[src/sv/binomial_european_option_pricer_assert.svh]
// Assertion macros for the binomial option pricer.
// Used by the top level only; expects clk and rst_n in scope.
`ifndef BINOMIAL_EUROPEAN_OPTION_PRICER_ASSERT_SVH
`define BINOMIAL_EUROPEAN_OPTION_PRICER_ASSERT_SVH

// condition implies consequence in the same cycle
`define BOP_ASSERT_NOW(lbl, ante, cons, msg) \
  lbl: assert property (@(posedge clk) disable iff (!rst_n) (ante) |-> (cons)) else $error(msg);

// condition implies consequence in the next cycle
`define BOP_ASSERT_NEXT(lbl, ante, cons, msg) \
  lbl: assert property (@(posedge clk) disable iff (!rst_n) (ante) |=> (cons)) else $error(msg);

`endif

[src/sv/bop_pkg.sv]
// Shared types, constants and fixed-point helpers for the binomial option pricer.
// No dependencies.
package bop_pkg;

  localparam int unsigned CFG_AW = 3;
  localparam logic [CFG_AW-1:0] REG_UP   = 3'd0;
  localparam logic [CFG_AW-1:0] REG_DOWN = 3'd1;
  localparam logic [CFG_AW-1:0] REG_GROW = 3'd2;
  localparam logic [CFG_AW-1:0] REG_PROB = 3'd3;
  localparam logic [CFG_AW-1:0] REG_DISC = 3'd4;

  localparam logic [30:0] ONE_Q30   = 31'h4000_0000;
  localparam logic [31:0] RST_UP    = 32'h4000_0000;
  localparam logic [31:0] RST_DOWN  = 32'h4000_0000;
  localparam logic [31:0] RST_GROW  = 32'h4000_0000;
  localparam logic [30:0] RST_PROB  = 31'h2000_0000;
  localparam logic [30:0] RST_DISC  = 31'h4000_0000;

  typedef enum logic [3:0] {
    ST_IDLE,
    ST_LEAF_INIT,
    ST_LEAF_MUL,
    ST_LEAF_WR,
    ST_ROW_RD,
    ST_ROW_LDA,
    ST_NODE_RD,
    ST_NODE_MQ,
    ST_NODE_SUM,
    ST_NODE_MD,
    ST_NODE_WR,
    ST_DONE
  } state_t;

  typedef struct packed {
    logic load;
    logic leaf_init;
    logic leaf_mul;
    logic leaf_up;
    logic leaf_wr;
    logic rd_en;
    logic a_from_rd;
    logic mul_p;
    logic mul_q;
    logic sum;
    logic mul_d;
    logic node_wr;
    logic out_load;
  } cmd_t;

  typedef struct packed {
    logic arb;
    logic out_free;
  } status_t;

  // Q16.16 price times Q2.30 factor, truncated, saturated
  function automatic logic [31:0] scale_price(input logic [31:0] price,
                                              input logic [31:0] factor);
    logic [63:0] prod;
    logic [33:0] sh;
    prod = {32'd0, price} * {32'd0, factor};
    sh   = prod[63:30];
    return (sh[33:32] != 2'd0) ? 32'hFFFF_FFFF : sh[31:0];
  endfunction

endpackage

[src/sv/bop_ctrl.sv]
// Sequencer for the binomial pricer: leaf build, backward induction, result hand-off.
// Depends on bop_pkg.
module bop_ctrl import bop_pkg::*; #(
  parameter int unsigned STEPS = 20,
  parameter int unsigned CW    = $clog2(STEPS + 1)
) (
  input  logic          clk,
  input  logic          rst_n,
  input  logic          in_tvalid,
  output logic          in_tready,
  input  status_t       status,
  output cmd_t          cmd,
  output logic [CW-1:0] rd_addr,
  output logic [CW-1:0] wr_addr
);

  localparam logic [CW:0] STEPS_W = (CW+1)'(STEPS);
  localparam logic [CW-1:0] LAST  = CW'(STEPS - 1);
  localparam logic [CW-1:0] TOP   = CW'(STEPS);

  state_t state_r, state_nxt;
  logic [CW-1:0] i_r, i_nxt;     // leaf index, then row index
  logic [CW-1:0] k_r, k_nxt;     // multiply count within a leaf
  logic [CW-1:0] j_r, j_nxt;     // node index within a row
  logic [CW-1:0] lim_r, lim_nxt; // last node of the current row

  always_ff @(posedge clk) begin
    if (!rst_n) begin
      state_r <= ST_IDLE;
      i_r     <= '0;
      k_r     <= '0;
      j_r     <= '0;
      lim_r   <= '0;
    end else begin
      state_r <= state_nxt;
      i_r     <= i_nxt;
      k_r     <= k_nxt;
      j_r     <= j_nxt;
      lim_r   <= lim_nxt;
    end
  end

  always_comb begin
    state_nxt = state_r;
    i_nxt     = i_r;
    k_nxt     = k_r;
    j_nxt     = j_r;
    lim_nxt   = lim_r;
    unique case (state_r)
      ST_IDLE: begin
        i_nxt = '0;
        if (in_tvalid) state_nxt = status.arb ? ST_DONE : ST_LEAF_INIT;
      end
      ST_LEAF_INIT: begin
        k_nxt     = '0;
        state_nxt = ST_LEAF_MUL;
      end
      ST_LEAF_MUL: begin
        k_nxt = k_r + 1'b1;
        if (k_r == LAST) state_nxt = ST_LEAF_WR;
      end
      ST_LEAF_WR: begin
        if (i_r == TOP) begin
          i_nxt     = '0;
          lim_nxt   = LAST;
          state_nxt = ST_ROW_RD;
        end else begin
          i_nxt     = i_r + 1'b1;
          state_nxt = ST_LEAF_INIT;
        end
      end
      ST_ROW_RD: begin
        j_nxt     = '0;
        state_nxt = ST_ROW_LDA;
      end
      ST_ROW_LDA:  state_nxt = ST_NODE_RD;
      ST_NODE_RD:  state_nxt = ST_NODE_MQ;
      ST_NODE_MQ:  state_nxt = ST_NODE_SUM;
      ST_NODE_SUM: state_nxt = ST_NODE_MD;
      ST_NODE_MD:  state_nxt = ST_NODE_WR;
      ST_NODE_WR: begin
        if (j_r == lim_r) begin
          if (i_r == LAST) begin
            state_nxt = ST_DONE;
          end else begin
            i_nxt     = i_r + 1'b1;
            lim_nxt   = lim_r - 1'b1;
            state_nxt = ST_ROW_RD;
          end
        end else begin
          j_nxt     = j_r + 1'b1;
          state_nxt = ST_NODE_RD;
        end
      end
      ST_DONE: if (status.out_free) state_nxt = ST_IDLE;
      default: state_nxt = ST_IDLE;
    endcase
  end

  always_comb begin
    cmd       = '0;
    in_tready = 1'b0;
    rd_addr   = '0;
    wr_addr   = '0;
    unique case (state_r)
      ST_IDLE: begin
        in_tready = 1'b1;
        cmd.load  = in_tvalid;
      end
      ST_LEAF_INIT: cmd.leaf_init = 1'b1;
      ST_LEAF_MUL: begin
        cmd.leaf_mul = 1'b1;
        cmd.leaf_up  = (({1'b0, k_r} + {1'b0, i_r}) < STEPS_W);
      end
      ST_LEAF_WR: begin
        cmd.leaf_wr = 1'b1;
        wr_addr     = i_r;
      end
      ST_ROW_RD:  cmd.rd_en = 1'b1;
      ST_ROW_LDA: cmd.a_from_rd = 1'b1;
      ST_NODE_RD: begin
        cmd.rd_en = 1'b1;
        cmd.mul_p = 1'b1;
        rd_addr   = j_r + 1'b1;
      end
      ST_NODE_MQ:  cmd.mul_q = 1'b1;
      ST_NODE_SUM: cmd.sum = 1'b1;
      ST_NODE_MD:  cmd.mul_d = 1'b1;
      ST_NODE_WR: begin
        cmd.node_wr = 1'b1;
        wr_addr     = j_r;
      end
      ST_DONE: cmd.out_load = status.out_free;
      default: cmd = '0;
    endcase
  end

endmodule

[config.mk]
export PLATFORM = sky130hd
export DESIGN_NAME = bop_ctrl
export DESIGN_NICKNAME = d
export VERILOG_FILES = /design/src/sv/binomial_european_option_pricer_assert.svh /design/src/sv/bop_pkg.sv /design/src/sv/bop_ctrl.sv
export SDC_FILE = /design/constraint.sdc
export NUM_CORES = 1
export LEC_CHECK = 0
export BUFFER_PORTS_ARGS = -buffer_cell sky130_fd_sc_hd__buf_2
export CORE_MARGIN = 2
export CORE_UTILIZATION = 40
export DETAILED_ROUTE_END_ITERATION = 16
export PLACE_DENSITY = 0.65
export SLEW_MARGIN = 20
export SYNTH_ARGS = -nofsm -noshare
export SYNTH_HDL_FRONTEND = slang
export SYNTH_SLANG_ARGS = --single-unit
[constraint.sdc]
create_clock -name clk -period 2.5 [get_ports clk]
set_input_delay 0.5 -clock clk [delete_from_list [all_inputs] [get_ports clk]]
set_output_delay 0.5 -clock clk [all_outputs]
set_load 0.1 [all_outputs]
Word-level counts from Yosys, hierarchy flattened
Index checks and enable logic that the tools add are counted.
{"block": "op_classes", "addsub": 5, "n_lt_le_gt_ge": 1, "eq_ne": 22, "n_mux": 34, "reduce_logical": 10}
{"operator": "$pmux 4 s12", "count": 1}
{"operator": "$mux 5", "count": 8}
{"operator": "$pmux 5 s2", "count": 4}
{"operator": "$mux 4", "count": 6}
{"operator": "$eq 4x3->1 const B", "count": 4}
{"operator": "$eq 4x4->1 const B", "count": 4}
{"operator": "$add 5x1->5 const B", "count": 3}
{"operator": "$eq 5x5->1 const B", "count": 3}
{"operator": "$pmux 5 s3", "count": 1}
{"operator": "$ne 2x2->1 const B", "count": 7}
{"operator": "$mux 1", "count": 12}
{"operator": "$eq 4x2->1 const B", "count": 2}
{"operator": "$add 5x5->6", "count": 1}
{"operator": "$lt 6x5->1 const B", "count": 1}
{"operator": "$reduce_and 3->1", "count": 2}
{"operator": "$reduce_bool 2->1", "count": 3}
{"operator": "$eq 5x5->1", "count": 1}
{"operator": "$sub 5x1->5 const B", "count": 1}
{"operator": "$eq 4x1->1 const B", "count": 1}
{"operator": "$logic_not 4->1", "count": 1}
{"operator": "$reduce_and 4->1", "count": 1}
{"operator": "$mux 3", "count": 1}
{"operator": "$reduce_bool 3->1", "count": 1}
{"operator": "$mux 2", "count": 1}
{"operator": "other kinds (2)", "count": 2}
{"block": "totals", "regBits": 24, "input_bits": 5, "out_inout_bits": 24}

Logic depth before layout (Yosys ltp)
Gate-level depths: netlist (run 1).
{"block": "logic_depth", "depth_word": 4, "depth_mapped": 9}

Worst setup path after synthesis (run 1)
OpenSTA, ideal clock, no wires.
{"block": "synth_path", "kind": "reg-to-output", "startpoint": "reg state_r[1]", "endpoint": "out cmd[12] in the netlist's numbering", "arrival_ps": 4628, "setup_slack_ps": -2628, "stages_incl_launch_ff": 5, "n_path_buf": 2, "path_cell_list": "dfxtp_1 buf_2 clkbuf_1 nor4_1 and2_1"}
{"item": "start, declared", "line_no": "bop_ctrl.sv:21", "rtl": "state_t state_r, state_nxt;"}
{"item": "start signal, assigned", "line_no": "bop_ctrl.sv:35", "rtl": "state_r <= state_nxt;"}
{"item": "end, declared", "line_no": "bop_ctrl.sv:12", "rtl": "output cmd_t cmd,"}

==> results of run 1 <==
[worst min-delay path, delay by kind of cell (launching register included)]
| family | cells | cell delay (ns) |
|---|---|---|
| compound gates | 2 | 0.15 |
| flops | 1 | 0.37 |
[worst max-delay path by stage]
stage	from	cells past startpoint	to
after floorplan	state_r[1]	4	cmd[12]
after global placement	k_r[1]	6	cmd[9]
after detailed placement	k_r[1]	6	cmd[9]
after CTS	i_r[1]	6	cmd[9]
after global routing	i_r[1]	6	cmd[9]
final	i_r[1]	6	cmd[9]
[cells in the final DEF, fill, tap and decap left out, types with 3 or more instances in the layout]
cell and n:
a21boi_0 5, a21oi_1 13, a22o_4 5, and2_1 7
and3_1 3, buf_12 14, buf_2 14, buf_4 8
clkbuf_8 4, dfxtp_1 19, dfxtp_2 5, ha_1 8
inv_1 13, mux2i_1 5, nand2_1 20, nand3_1 6
nand4_1 5, nor2_1 13, nor2_4 7, nor2b_1 5
nor3_1 9, nor3_2 3, o21ai_0 10, or3_1 6
xnor2_1 6
[per-stage QoR]
| step | instance area, sq um | utilization, % |
|---|---|---|
| final | 2480 | 56.9 |
| after detailed placement | 2360 | 54.3 |
| after CTS | 2450 | 56.3 |
| after floorplan | 1960 | - |
| after global routing | 2480 | 56.9 |
| after global placement | 2360 | 54.3 |
[power groups by stage]
stage               combinational, mW  clock [mW]  sequential (mW)
floorplan                        1.17           0            0.475
global placement                 1.36           0            0.528
detailed placement               1.36           0            0.527
CTS                              1.37       0.279            0.517
global route                     1.48       0.298            0.537
finish                           1.37       0.277            0.526
[cells in the mapped netlist, types with 6 or more instances]
cell type | count | share of area [%]
a21oi_1 | 13 | 3.6
and2_1 | 8 | 2.8
clkbuf_1 | 7 | 1.5
dfxtp_1 | 24 | 27
ha_1 | 9 | 6.2
inv_1 | 14 | 2.9
nand2_1 | 20 | 4.1
nand3_1 | 6 | 1.7
nor2_1 | 20 | 4.1
nor3_1 | 13 | 3.6
o21ai_0 | 10 | 2.8
or3_1 | 7 | 2.4
xnor2_1 | 6 | 2.9
[kinds of logic after synthesis]
logic type	after synthesis	share of synthesized area, %
compound gates	57	22.0
fa+ha+maj	9	6.22
buf+inv	26	6.70
xor+xnor	8	3.87
flops	24	26.5
mux	5	2.76
simple gates	105	32.0
[timing repair]
item                                    4_1_cts  5_1_grt
gates resized for setup                       5        6
hold buffers                                  0        0
setup buffers                                 1        0
endpoints found under the setup margin        1        6
pin swaps                                     1        0
[registers in the layout, indices dropped and copies added, names as in the netlist]
name / flops
i_r: 5
j_r: 5
k_r: 5
lim_r: 5
state_r: 4
[layer usage]
layer | vias up | global-route usage (%) | wire length (microns)
met5 | - | 0 | 0
met4 | 0 | 5.24 | 45
met3 | 4 | 2.53 | 136
met2 | 29 | 30.8 | 2110
met1 | 847 | 24.4 | 2080
li1 | 902 | - | -
[final cells by class]
class / count / area (sq um) / share of cell area (%)
clock buffers: 4 / 55.1 / 2.22
inverters: 15 / 60.1 / 2.43
multi-input cells: 184 / 1400 / 56.5
flip-flops and latches: 24 / 487 / 19.7
well taps: 52 / 65.1 / 2.63
repair buffers: 36 / 410 / 16.6
==> impl_metrics.ini, run 1 <==
[synthesis]
ys_types = 53
yosysWarnings = 0
syn-cell-area_sq_mm = 0.00181
synth_cells = 234
async_reset_ff_share_pct = 0
synth-seq-cells = 24
avgSynthCellArea_sq_um = 7.74
syn-num-nets = 248
yosysSeqAreaShare_pct = 26.5
ys.flop_type = dfxtp_1
synth-edff-count = 0

[sta]
setup-violations-final = 0
relSlewSlack_pct = 44.4
drv_slew = 0
fmax_ghz = 0.402
whs_ns = 0.555
fin_crit_sh_pct = 99.5
tightestPinTransition_ns = 0.822
finalCriticalPeriod_ns = 2.49
setup_tns_ns = 0
layout_setup_ws_ns = 0.0118
rsz0062_at_grt = yes
fin_skew_ns = 0.00191
hold_viol = 0

[grt]
grt_pass1_vias = 1706
grt_max_degree = 19
grt_usage_pct = 18.3
overflow = 0
antenna_found_initial = 0
grt_first_pass_wirelength_microns = 7650

[power_and_ir_drop]
p_clk_share_pct = 12.7
vdd_drop_max_mv = 0.631
switchingPower_mw = 1.18
combPwrFrac_pct = 63.1
powerDensity_mw_per_mm2 = 878
p_int_mw = 0.995
p_total_mw = 2.18
switching_share_pct = 54.3
p_leak_nw = 0.985
sequentialPowerShare_pct = 24.2

[clock_network]
clk_latency_ns = 0.27
cts_buffer_depth = 2
htreeDepth = 1
cts_buffers = 3
cts_tree = built
path_clk_slew_ns = 0.09
cts-root-buf = clkbuf_8
clock_sinks = 24

[worst_setup_path]
r2r_slack_ns = 0.40
worstPathArrival_ns = 1.99
rr_endpoint = lim_r[4]
regToRegStartpoint = i_r[0]
worst_path_max_delay_cell = dfxtp_2
end_kind = output port
path_cells = ha_4 > a31o_4 > or3_4 > a211oi_2 > o311a_4 > buf_12
crit_buf_inv = 1
required_ns = 2.00
rr_worst_depth = 5
cpPeakStageDelay_ns = 0.34
crit_family = compound AO/OA/AOI/OAI gates
startpoint_type = flop
cp_max_fo = 3
criticalPathCategory = reg -> out

[drt]
dr_total_vias = 1782
drt_first_pass_iters = 4
remaining_drc_errors = 0
detail_route.iter0.violations = 143
routed_wl_microns = 4360
route.detailed.wl_per_inst_microns = 13.9
vias_per_cell = 5.66
ant_nets = 0

[placement]
portBuffers = 28
dp.cells = 310
gp_congestion = 0.832
post-place-ws_ns = 0.106
post-dp-hpwl_microns = 3330

[layout]
instances_no_fill = 315
syn2layout_area_growth_pct = 36.7
nets = 278
drive_above_1_share_pct = 30.8
antennaDiodeCount = 0
n_fill_cell = 387

[floorplan]
core_area_sq_mm = 0.00435
start_util_pct = 41.6
row_count = 24
dieHeight_microns = 71.3
io_pins = 29
die_x_microns = 71.3
die_area_sq_mm = 0.00508

[flow_run]
cap_violations = 0

[hold_path]
whs_endpoint = i_r[3]
min_path_cells = 2
hold_path.startpoint = i_r[3]
hold_class = reg -> reg

[status]
status = finished, final reports clean
No activity file was read; power rests on OpenSTA's default activity.
==> run 2: changes to the inputs <==
--- a/config.mk
+++ b/config.mk
@@ -7,9 +7,9 @@
 export LEC_CHECK = 0
 export BUFFER_PORTS_ARGS = -buffer_cell sky130_fd_sc_hd__buf_2
 export CORE_MARGIN = 2
-export CORE_UTILIZATION = 40
+export CORE_UTILIZATION = 25
 export DETAILED_ROUTE_END_ITERATION = 16
-export PLACE_DENSITY = 0.65
+export PLACE_DENSITY = 0.47
 export SLEW_MARGIN = 20
 export SYNTH_ARGS = -nofsm -noshare
 export SYNTH_HDL_FRONTEND = slang
==> impl_metrics.ini, run 2 (synthesis results as in run 1) <==
[drt]
ant_nets = 0
drt_first_pass_iters = 4
routed_wl_microns = 4780
vias_per_cell = 4.80
dr_total_vias = 1758
remaining_drc_errors = 0
detail_route.iter0.violations = 104
route.detailed.wl_per_inst_microns = 13.1

[sta]
fin_crit_sh_pct = 102
finalCriticalPeriod_ns = 2.55
setup-violations-final = 1
rsz0062_at_grt = yes
hold_viol = 0
whs_ns = 0.537
drv_slew = 0
fin_skew_ns = 0.00647
relSlewSlack_pct = 43.1
layout_setup_ws_ns = -0.0527
fmax_ghz = 0.392
tightestPinTransition_ns = 0.842

[floorplan]
start_util_pct = 25.4
row_count = 31
io_pins = 29
dieHeight_microns = 89.1
core_area_sq_mm = 0.00714
die_x_microns = 89.1
die_area_sq_mm = 0.00794

[layout]
mostFrequentLayoutCell = dfxtp_1
post-route-util_pct = 35.8
mostFrequentLayoutCells = dfxtp_1 (22), nand2_1 (20), buf_2 (14), buf_12 (14)
instances_no_fill = 366
multi_input_area_sq_mm = 0.00138
n_fill_cell = 772
nets = 282
drive_above_1_share_pct = 30.3
stdcell_area_sq_mm = 0.00256
antennaDiodeCount = 0
ff_latch_area_sq_um = 483
syn2layout_area_growth_pct = 41.1

[grt]
grt_pass1_vias = 1624
grt_max_degree = 19
grt_first_pass_wirelength_microns = 7980
antenna_found_initial = 0
overflow = 0
grt_usage_pct = 12.6

[power_and_ir_drop]
p_leak_nw = 1.01
vdd_drop_max_mv = 0.558
powerDensity_mw_per_mm2 = 889

[clock_network]
clock_sinks = 24
cts_tree = built
cts_buffers = 3
htreeDepth = 1
ctsHoldBuffers = 0
cts-root-buf = clkbuf_8
path_clk_slew_ns = 0.09
clk_latency_ns = 0.28
cts_buffer_depth = 2

[placement]
portBuffers = 28
gp_congestion = 0.765
post-place-ws_ns = 0.105
dpl_cell_area_sq_mm = 0.00245
post-dp-hpwl_microns = 3700
dp.cells = 361

[worst_setup_path]
required_ns = 2.00
startpoint_type = flop
end_kind = output port
worstPathArrival_ns = 2.05
criticalPathCategory = reg -> out
cp_max_fo = 3

[status]
status = complete, but fails checks
violations = setup timing

[hold_path]
hold_class = reg -> reg

[flow_run]
cap_violations = 0
==> run 2: cell types whose count changed in the layout (fill, tap and decap cells not counted), sizes merged <==
cell | before | now
buf | 36 | 40
bufinv | 0 | 1
clkbuf | 4 | 3
==> run 2: critical path: stages (launching register included) <==
cell and delay [ns]:
dfxtp_2 0.33, ha_1 0.28, a31o_2 0.26, or3_4 0.35, a211oi_2 0.21, o311a_4 0.19
buf_12 0.17
==> run 2: stage by stage <==
stage	setup TNS, ns	total power, mW
floorplan	-2.05	1.64
global placement	0	1.92
detailed placement	0	1.92
CTS	-0.0616	2.29
global route	-0.125	2.41
finish	-0.0527	2.27
==> run 2: layer usage <==
| metal | global-route usage (%) | vias to the layer above | share of wire [%] |
|---|---|---|---|
| met5 | 0 | - | 0 |
| met4 | 2.44 | 0 | 0.69 |
| met1 | 17.4 | 813 | 48 |
| met2 | 20.7 | 31 | 48 |
| met3 | 2.40 | 2 | 3.9 |
| li1 | - | 912 | - |
==> run 2: report_power, final <==
| group | switching (mW) | leakage [nW] | total (mW) | internal (mW) |
|---|---|---|---|---|
| Clock | 0.146 | 0.0357 | 0.360 | 0.214 |
| Combinational | 0.972 | 0.779 | 1.40 | 0.425 |
| Sequential | 0.0834 | 0.195 | 0.517 | 0.433 |
==> run 2: what timing repair did <==
action                                  CTS  global route
pin swaps                                 1             0
resized for setup                         4             2
cloned                                    0             0
setup buffers                             1             0
endpoints found under the setup margin    1             1
endpoints found under the hold margin     0             0
==> run 2: path summary, 6_finish.rpt <==
| check | from | endpoint | slack [ns] | cells after the start |
|---|---|---|---|---|
| worst min-delay path | k_r[3] | k_r[3] | 0.54 | 2 |
| worst max-delay path | i_r[1] | cmd[9] | -0.05 | 6 |
| worst min register to register | k_r[3] | k_r[3] | 0.54 | 2 |
| worst max register to register | i_r[0] | lim_r[4] | 0.36 | 5 |
==> run 2: final cells by class <==
class,count,area share [%]
repair buffers,40,17.2
inverters,15,2.35
clock buffers,3,1.62
flip-flops and latches,24,18.9
well taps,99,4.85
clock inverters,1,1.17
multi-input cells,184,53.9
